**src/sv/bbmh_pkg.sv**
```systemverilog
`default_nettype none

package bbmh_pkg;

    localparam int DEF_CAPACITY    = 16;
    localparam int DEF_VALUE_WIDTH = 32;

    // Widths of the payload fields on the ports.
    localparam int FIELD_W     = 32;
    localparam int COUNT_OUT_W = 5;

    localparam logic [1:0] OP_PUSH  = 2'd0;
    localparam logic [1:0] OP_POP   = 2'd1;
    localparam logic [1:0] OP_PEEK  = 2'd2;
    localparam logic [1:0] OP_CLEAR = 2'd3;

    localparam logic [1:0] ST_OK    = 2'd0;
    localparam logic [1:0] ST_FULL  = 2'd1;
    localparam logic [1:0] ST_EMPTY = 2'd2;

    typedef struct packed {
        logic [1:0]                operation;
        logic signed [FIELD_W-1:0] push_value;
    } t_heap_in;

    typedef struct packed {
        logic [1:0]                status;
        logic signed [FIELD_W-1:0] top_value;
        logic [COUNT_OUT_W-1:0]    entry_count;
        logic                      is_empty;
    } t_heap_out;

endpackage

`default_nettype wire

```
**src/sv/bbmh_ram.sv**
```systemverilog
`default_nettype none

module bbmh_ram #(
    parameter int WIDTH = 32,
    parameter int DEPTH = 16
) (
    input  wire logic                     i_clk,
    input  wire logic                     i_we,
    input  wire logic [$clog2(DEPTH)-1:0] i_waddr,
    input  wire logic [WIDTH-1:0]         i_wdata,
    input  wire logic [$clog2(DEPTH)-1:0] i_raddr,
    output logic      [WIDTH-1:0]         o_rdata
);

    logic [WIDTH-1:0] r_mem [DEPTH];

    always_ff @(posedge i_clk) begin
        if (i_we) begin
            r_mem[i_waddr] <= i_wdata;
        end
        o_rdata <= r_mem[i_raddr];
    end

endmodule

`default_nettype wire

```
**src/sv/bbmh_cmp.sv**
```systemverilog
`default_nettype none

module bbmh_cmp #(
    parameter int WIDTH = 32
) (
    input  wire logic [WIDTH-1:0] i_a,
    input  wire logic [WIDTH-1:0] i_b,
    output logic                  o_lt
);

    // Two's complement ordering of the stored values.
    assign o_lt = $signed(i_a) < $signed(i_b);

endmodule

`default_nettype wire

```
**src/sv/bounded_binary_min_heap.sv**
```systemverilog
`default_nettype none

// Bounded binary min-heap of signed values, CAPACITY entries of VALUE_WIDTH bits held in one
// single-port-write, registered-read RAM. Each input beat asks for push, pop, peek or clear and
// gives exactly one result beat carrying a status, the minimum for pop or peek, and the count.
// One item is worked on at a time and o_in_ready is low until its result has been loaded into
// the output register. Every step goes through one RAM read and one shared signed comparator:
// a push lets the new value climb past each larger parent, a pop reads the root, moves the
// last entry to the root and lets it sink past each smaller child, and a peek reads the root.
// The result register lets the next item be accepted while a finished result still waits
// to be taken.
module bounded_binary_min_heap
    import bbmh_pkg::*;
#(
    parameter int CAPACITY    = DEF_CAPACITY,
    parameter int VALUE_WIDTH = DEF_VALUE_WIDTH
) (
    input  wire logic      i_clk,
    input  wire logic      i_rst_n,
    input  wire logic      i_in_valid,
    output logic           o_in_ready,
    input  wire t_heap_in  i_in,
    output logic           o_out_valid,
    input  wire logic      i_out_ready,
    output t_heap_out      o_out
);

    localparam int AW = $clog2(CAPACITY);
    localparam int CW = $clog2(CAPACITY + 1);
    localparam int XW = AW + 2;

    localparam logic [3:0] S_IDLE     = 4'd0;
    localparam logic [3:0] S_UP       = 4'd1;
    localparam logic [3:0] S_UP_W     = 4'd2;
    localparam logic [3:0] S_PEEK     = 4'd3;
    localparam logic [3:0] S_POP_ROOT = 4'd4;
    localparam logic [3:0] S_POP_LAST = 4'd5;
    localparam logic [3:0] S_DN       = 4'd6;
    localparam logic [3:0] S_DN_L     = 4'd7;
    localparam logic [3:0] S_DN_R     = 4'd8;
    localparam logic [3:0] S_DN_D     = 4'd9;
    localparam logic [3:0] S_RES      = 4'd10;

    logic [3:0]             r_state,     n_state;
    logic [CW-1:0]          r_count,     n_count;
    logic [AW-1:0]          r_pos,       n_pos;
    logic [AW-1:0]          r_cidx,      n_cidx;
    logic [VALUE_WIDTH-1:0] r_val,       n_val;
    logic [VALUE_WIDTH-1:0] r_child,     n_child;
    logic [VALUE_WIDTH-1:0] r_top,       n_top;
    logic [1:0]             r_status,    n_status;
    logic                   r_out_valid, n_out_valid;
    t_heap_out              r_out,       n_out;

    logic                   w_we;
    logic [AW-1:0]          w_raddr;
    logic [VALUE_WIDTH-1:0] w_wdata;
    logic [VALUE_WIDTH-1:0] w_rdata;
    logic [VALUE_WIDTH-1:0] w_cmp_a;
    logic [VALUE_WIDTH-1:0] w_cmp_b;
    logic                   w_lt;

    logic [VALUE_WIDTH-1:0] w_push;
    logic [FIELD_W-1:0]     w_top_out;
    logic [COUNT_OUT_W-1:0] w_cnt_out;
    logic [AW-1:0]          w_parent;
    logic [XW-1:0]          w_left;
    logic [XW-1:0]          w_right;
    logic [XW-1:0]          w_cnt_x;
    logic                   w_accept;

    // Incoming values are cut to VALUE_WIDTH bits or sign-extended; results keep their low bits, zero-extended.
    generate
        if (VALUE_WIDTH <= FIELD_W) begin : g_in_narrow
            assign w_push = i_in.push_value[VALUE_WIDTH-1:0];
        end else begin : g_in_wide
            assign w_push = {{(VALUE_WIDTH - FIELD_W){i_in.push_value[FIELD_W-1]}},
                             i_in.push_value};
        end
        if (VALUE_WIDTH >= FIELD_W) begin : g_out_wide
            assign w_top_out = r_top[FIELD_W-1:0];
        end else begin : g_out_narrow
            assign w_top_out = {{(FIELD_W - VALUE_WIDTH){1'b0}}, r_top};
        end
        if (CW >= COUNT_OUT_W) begin : g_cnt_wide
            assign w_cnt_out = r_count[COUNT_OUT_W-1:0];
        end else begin : g_cnt_narrow
            assign w_cnt_out = {{(COUNT_OUT_W - CW){1'b0}}, r_count};
        end
    endgenerate

    assign w_parent = (r_pos - AW'(1)) >> 1;
    assign w_left   = {1'b0, r_pos, 1'b1};
    assign w_right  = {1'b0, r_pos, 1'b0} + XW'(2);
    assign w_cnt_x  = XW'(r_count);

    assign o_in_ready  = (r_state == S_IDLE);
    assign w_accept    = i_in_valid && o_in_ready;
    assign o_out_valid = r_out_valid;
    assign o_out       = r_out;

    bbmh_ram #(
        .WIDTH (VALUE_WIDTH),
        .DEPTH (CAPACITY)
    ) u_ram (
        .i_clk   (i_clk),
        .i_we    (w_we),
        .i_waddr (r_pos),
        .i_wdata (w_wdata),
        .i_raddr (w_raddr),
        .o_rdata (w_rdata)
    );

    bbmh_cmp #(
        .WIDTH (VALUE_WIDTH)
    ) u_cmp (
        .i_a  (w_cmp_a),
        .i_b  (w_cmp_b),
        .o_lt (w_lt)
    );

    always_comb begin
        unique case (r_state)
            S_DN_R: begin
                w_cmp_a = w_rdata;
                w_cmp_b = r_child;
            end
            S_DN_D: begin
                w_cmp_a = r_child;
                w_cmp_b = r_val;
            end
            default: begin
                w_cmp_a = r_val;
                w_cmp_b = w_rdata;
            end
        endcase
    end

    // The moving entry stays in r_val and only the hole at r_pos is written, which leaves the
    // RAM as a chain of swaps would.
    always_comb begin
        n_state     = r_state;
        n_count     = r_count;
        n_pos       = r_pos;
        n_cidx      = r_cidx;
        n_val       = r_val;
        n_child     = r_child;
        n_top       = r_top;
        n_status    = r_status;
        n_out       = r_out;
        n_out_valid = r_out_valid && !i_out_ready;
        w_we        = 1'b0;
        w_wdata     = r_val;
        w_raddr     = '0;

        unique case (r_state)
            S_IDLE: begin
                if (w_accept) begin
                    n_top    = '0;
                    n_status = ST_OK;
                    unique case (i_in.operation)
                        OP_PUSH: begin
                            if (r_count == CW'(CAPACITY)) begin
                                n_status = ST_FULL;
                                n_state  = S_RES;
                            end else begin
                                n_val   = w_push;
                                n_pos   = AW'(r_count);
                                n_count = r_count + CW'(1);
                                n_state = S_UP;
                            end
                        end
                        OP_POP: begin
                            if (r_count == '0) begin
                                n_status = ST_EMPTY;
                                n_state  = S_RES;
                            end else begin
                                n_state = S_POP_ROOT;
                            end
                        end
                        OP_PEEK: begin
                            if (r_count == '0) begin
                                n_status = ST_EMPTY;
                                n_state  = S_RES;
                            end else begin
                                n_state = S_PEEK;
                            end
                        end
                        OP_CLEAR: begin
                            n_count = '0;
                            n_state = S_RES;
                        end
                    endcase
                end
            end
            S_UP: begin
                if (r_pos == '0) begin
                    w_we    = 1'b1;
                    n_state = S_RES;
                end else begin
                    w_raddr = w_parent;
                    n_state = S_UP_W;
                end
            end
            S_UP_W: begin
                w_we = 1'b1;
                if (w_lt) begin
                    w_wdata = w_rdata;
                    n_pos   = w_parent;
                    n_state = S_UP;
                end else begin
                    n_state = S_RES;
                end
            end
            S_PEEK: begin
                n_top   = w_rdata;
                n_state = S_RES;
            end
            S_POP_ROOT: begin
                n_top   = w_rdata;
                n_count = r_count - CW'(1);
                if (r_count == CW'(1)) begin
                    n_state = S_RES;
                end else begin
                    w_raddr = AW'(r_count - CW'(1));
                    n_state = S_POP_LAST;
                end
            end
            S_POP_LAST: begin
                n_val   = w_rdata;
                n_pos   = '0;
                n_state = S_DN;
            end
            S_DN: begin
                if (w_left >= w_cnt_x) begin
                    w_we    = 1'b1;
                    n_state = S_RES;
                end else begin
                    w_raddr = w_left[AW-1:0];
                    n_state = S_DN_L;
                end
            end
            S_DN_L: begin
                n_child = w_rdata;
                n_cidx  = w_left[AW-1:0];
                if (w_right < w_cnt_x) begin
                    w_raddr = w_right[AW-1:0];
                    n_state = S_DN_R;
                end else begin
                    n_state = S_DN_D;
                end
            end
            S_DN_R: begin
                // The right child wins only when strictly smaller.
                if (w_lt) begin
                    n_child = w_rdata;
                    n_cidx  = w_right[AW-1:0];
                end
                n_state = S_DN_D;
            end
            S_DN_D: begin
                w_we = 1'b1;
                if (w_lt) begin
                    w_wdata = r_child;
                    n_pos   = r_cidx;
                    n_state = S_DN;
                end else begin
                    n_state = S_RES;
                end
            end
            S_RES: begin
                if (!r_out_valid || i_out_ready) begin
                    n_out.status      = r_status;
                    n_out.top_value   = w_top_out;
                    n_out.entry_count = w_cnt_out;
                    n_out.is_empty    = (r_count == '0);
                    n_out_valid       = 1'b1;
                    n_state           = S_IDLE;
                end
            end
            default: begin
                n_state = S_IDLE;
            end
        endcase
    end

    always_ff @(posedge i_clk) begin
        if (!i_rst_n) begin
            r_state     <= S_IDLE;
            r_count     <= '0;
            r_out_valid <= 1'b0;
        end else begin
            r_state     <= n_state;
            r_count     <= n_count;
            r_out_valid <= n_out_valid;
        end
        r_pos    <= n_pos;
        r_cidx   <= n_cidx;
        r_val    <= n_val;
        r_child  <= n_child;
        r_top    <= n_top;
        r_status <= n_status;
        r_out    <= n_out;
    end

`ifndef SYNTHESIS
    a_count_bound: assert property (@(posedge i_clk) disable iff (!i_rst_n)
        r_count <= CW'(CAPACITY))
        else $error("entry count above capacity");

    a_push_grows: assert property (@(posedge i_clk) disable iff (!i_rst_n)
        (w_accept && i_in.operation == OP_PUSH && r_count != CW'(CAPACITY))
        |=> r_count == $past(r_count) + CW'(1))
        else $error("accepted push did not add an entry");

    a_write_in_heap: assert property (@(posedge i_clk) disable iff (!i_rst_n)
        w_we |-> XW'(r_pos) < w_cnt_x)
        else $error("store written beyond the last entry");

    a_fail_no_value: assert property (@(posedge i_clk) disable iff (!i_rst_n)
        (o_out_valid && o_out.status != ST_OK) |-> o_out.top_value == '0)
        else $error("failed operation returned a value");
`endif

endmodule

`default_nettype wire
```
**config.mk**
```make
export PLATFORM = sky130hd
export DESIGN_NAME = bounded_binary_min_heap
export DESIGN_NICKNAME = d
export VERILOG_FILES = /design/src/sv/bbmh_pkg.sv /design/src/sv/bbmh_ram.sv /design/src/sv/bbmh_cmp.sv /design/src/sv/bounded_binary_min_heap.sv
export SDC_FILE = /design/constraint.sdc
export NUM_CORES = 1
export LEC_CHECK = 0
export BUFFER_PORTS_ARGS = -buffer_cell sky130_fd_sc_hd__buf_2
export CORE_MARGIN = 1
export CORE_UTILIZATION = 50
export CTS_BUF_LIST = sky130_fd_sc_hd__clkbuf_8
export DETAILED_ROUTE_END_ITERATION = 10
export PLACE_DENSITY_LB_ADDON = 0.08
export SLEW_MARGIN = 25
export SYNTH_ARGS = -nofsm -noshare
export SYNTH_HDL_FRONTEND = slang
export SYNTH_SLANG_ARGS = --single-unit
```
**constraint.sdc**
```tcl
create_clock -name i_clk -period 6.45 [get_ports i_clk]
set_input_delay 0.3225 -clock i_clk [delete_from_list [all_inputs] [get_ports i_clk]]
set_output_delay 0.3225 -clock i_clk [all_outputs]
set_load 0.1 [all_outputs]
```
==> impl_metrics.env <==
export IMPL_cp_data_arrival_time_ps=5770
export IMPL_dp_slack_ps=1097
export IMPL_drtIter0Drc=1782
export IMPL_placed_cells_incl_taps=2387
export IMPL_power_density_mw_per_mm2=427.2
export IMPL_syn_to_final_growth_pct=14.93
export IMPL_fin_area_sq_mm=0.03321
export IMPL_syn_nets=1692
export IMPL_synth_top_cells_by_count="edfxtp_1, mux4_2, nor2_1, clkbuf_1, ha_1"
export IMPL_wl_microns=71180
export IMPL_ys_warn_count=0
export IMPL_layout_drive_gt1_share_pct=27.43
export IMPL_grt_max_degree=107
export IMPL_cts_root_buf="clkbuf_8"
export IMPL_postLayoutCoreUtil_pct=58.56
export IMPL_ys_seq_area_share_pct=71.28
export IMPL_dp_final_hpwl_microns=42070
export IMPL_crit_end="u_ram.r_mem[4][5]$_DFFE_PP_"
export IMPL_synthSimpleGateAreaFrac_pct=3.905
export IMPL_rr_worst_depth=12
export IMPL_regToRegSetupSlack_ps=1050
export IMPL_fp_row_count=87
export IMPL_hold_ws_ps=99.13
export IMPL_fin_ws_ps=1046
export IMPL_grt_use_total_pct=24.49
export IMPL_r2r_end="u_ram.r_mem[4][5]$_DFFE_PP_"
export IMPL_firstDrtPassIters=8
export IMPL_async_reset_ff_share_pct=0
export IMPL_cts_buffers=109
export IMPL_syn_instance_count=1601
export IMPL_rsz0062_at_grt="no"
export IMPL_yosys_top_cells_area="edfxtp_1, mux4_2, dfxtp_1"
export IMPL_floorplan_die_area_sq_mm=0.05876
export IMPL_required_ps=6810
export IMPL_place_congestion=0.8950
export IMPL_crit_start="r_state[3]$_SDFFE_PN0P_"
export IMPL_setup_worst_path_class="reg -> reg"
export IMPL_ys_ff_latch=700
export IMPL_portBuffers=79
export IMPL_path_max_fanout=78
export IMPL_die_y_microns=242.4
export IMPL_synth_top_family_by_area="multiplexers"
export IMPL_core_area_sq_mm=0.05671
export IMPL_hp_class="in -> reg"
export IMPL_stdcell_count=2627
export IMPL_start_util_pct=50.96
export IMPL_cp_end_kind="flop"
export IMPL_synth_cell_types=60
export IMPL_synth_main_ff_cell="edfxtp_1"
export IMPL_grt_pass1_vias=15830
export IMPL_cts_htree_levels=3
export IMPL_drv_cap=0
export IMPL_synthMuxAreaShare_pct=12.37
export IMPL_synth_area_per_cell_sq_um=18.05
export IMPL_ir_drop_uv=188.3
export IMPL_placed_area_sq_mm=0.03055
export IMPL_nets=1866
export IMPL_clock_skew_ps=30.22
export IMPL_postRouteAntennaNets=0
export IMPL_clk_pin_slew_worst_paths_ps=70
export IMPL_synth_xor_xnor_area_share_pct=0.2425
export IMPL_setup_viol=0
export IMPL_overflow=0
export IMPL_fin_tns_setup_ps=0
export IMPL_worstSkewPairLatency_ps=710
export IMPL_leakage_nw=10.95
export IMPL_fmax_mhz=185.1
export IMPL_wl_per_cell_microns=27.09
export IMPL_grt_pass1_wl_microns=105000
export IMPL_tightest_slew_ps=1070
export IMPL_cts_tree="yes"
export IMPL_netlist_area_sq_mm=0.02890
export IMPL_fill_cells=4296
export IMPL_viasPerCell=6.084
export IMPL_drc_errors=0
export IMPL_numClockSinks=700
export IMPL_synth_area_leader_cell="edfxtp_1"
export IMPL_clk_path_buf_depth=3
export IMPL_critPathLaunchType="flop"
export IMPL_max_slew_margin_rel_pct=28.48
export IMPL_status="completed"
export IMPL_synth_top_area_share_pct=68.37
export IMPL_finalHoldViolations=0
export IMPL_via_count=15980
export IMPL_r2r_start="r_state[3]$_SDFFE_PN0P_"
export IMPL_antenna_found_initial=1
export IMPL_die_w_microns=242.4
export IMPL_synth_compound_area_share_pct=7.754
export IMPL_synth_edf_count=658
export IMPL_fin_crit_ps=5404
export IMPL_maxSlewViolCount=0
export IMPL_min_period_over_period_pct=83.78
export IMPL_ioPinCount=80
export IMPL_yosysMostFrequentCell="edfxtp_1"
export IMPL_p_total_mw=14.19
export IMPL_synth_fa_ha_area_share_pct=2.295
==> layout make-up <==
class / count / area (sq um) / share of cell area, %
inverters: 49 / 183.9 / 0.5538
clock buffers: 131 / 1803 / 5.429
diodes: 1 / 2.502 / 0.007534
clock inverters: 75 / 422.9 / 1.273
multi-input cells: 753 / 8075 / 24.31
well taps: 756 / 945.9 / 2.848
repair buffers: 162 / 1179 / 3.549
flip-flops and latches: 700 / 20600 / 62.03
==> power by group <==
part	switching [mW]	internal [mW]	leakage (nW)
clock	1.73	1.97	1.28
sequential	0.486	5.97	6.32
combinational	2.53	1.50	3.35
==> cell families after synthesis <==
group,count (synthesis)
DFF,700
AOI/OAI and AO/OA,286
and+or+nand+nor,213
muxes,193
buffers and inverters,148
adders and majority gates,53
xor gates and xnor gates,8
==> cell usage in the layout, fill, tap and decap left out, types with 36 or more instances in the layout <==
| cell | count |
|---|---|
| dfxtp_1 | 41 |
| mux4_2 | 128 |
| buf_2 | 79 |
| a22o_1 | 36 |
| ha_1 | 53 |
| inv_1 | 87 |
| edfxtp_1 | 658 |
| clkbuf_8 | 131 |
| a21oi_1 | 50 |
| nor2_1 | 59 |
| a221o_1 | 36 |
| buf_4 | 45 |
==> routing by layer <==
layer	up-vias	GRT usage, %	share of wire (%)
li1	6971	-	-
met1	8307	35.16	43
met2	618	38.59	48
met3	86	3.866	6.4
met4	0	7.837	2.1
met5	-	0	0
==> critical path: stages, from the launching register on <==
cell,delay [ps]
dfxtp_1,740
or3b_4,770
a222oi_1,390
inv_1,80
ha_1,290
a21o_1,160
a21o_1,170
o221ai_1,170
a31oi_1,130
or3b_2,440
mux2_2,580
buf_4,300
o2bb2ai_1,810
==> timing repair <==
action | CTS | global route
setup endpoints to repair | 0 | 0
buffers inserted | 0 | 0
hold buffers | 33 | 0
gates resized for setup | 0 | 0
hold endpoints to repair | 40 | 0
==> how the worst min path moves through the flow <==
stage,cells after the start,end,startpoint,slack [ps]
5_1_grt,3,r_status[0]$_DFFE_PP_,i_in_valid,100
6_report,3,r_status[1]$_DFFE_PP_,i_in_valid,100
4_1_cts,3,r_status[0]$_DFFE_PP_,i_in_valid,40
3_3_place_gp,0,o_out[8]$_DFFE_PP_,r_top[2]$_SDFFCE_PN0P_,400
3_5_place_dp,0,o_out[12]$_DFFE_PP_,r_top[6]$_SDFFCE_PN0P_,400
2_1_floorplan,0,o_out[10]$_DFFE_PP_,r_top[4]$_SDFFCE_PN0P_,400
==> state kept, by name, indices dropped and copies added, names as in the netlist <==
name           flops
u_ram.r_mem      512
r_top             32
u_ram.o_rdata     32
r_val             32
r_pos              4
r_count            5
r_state            4
r_cidx             4
r_status           2
o_out             40
r_child           32
o_out_valid        1
(Power assumes the default switching activity.)
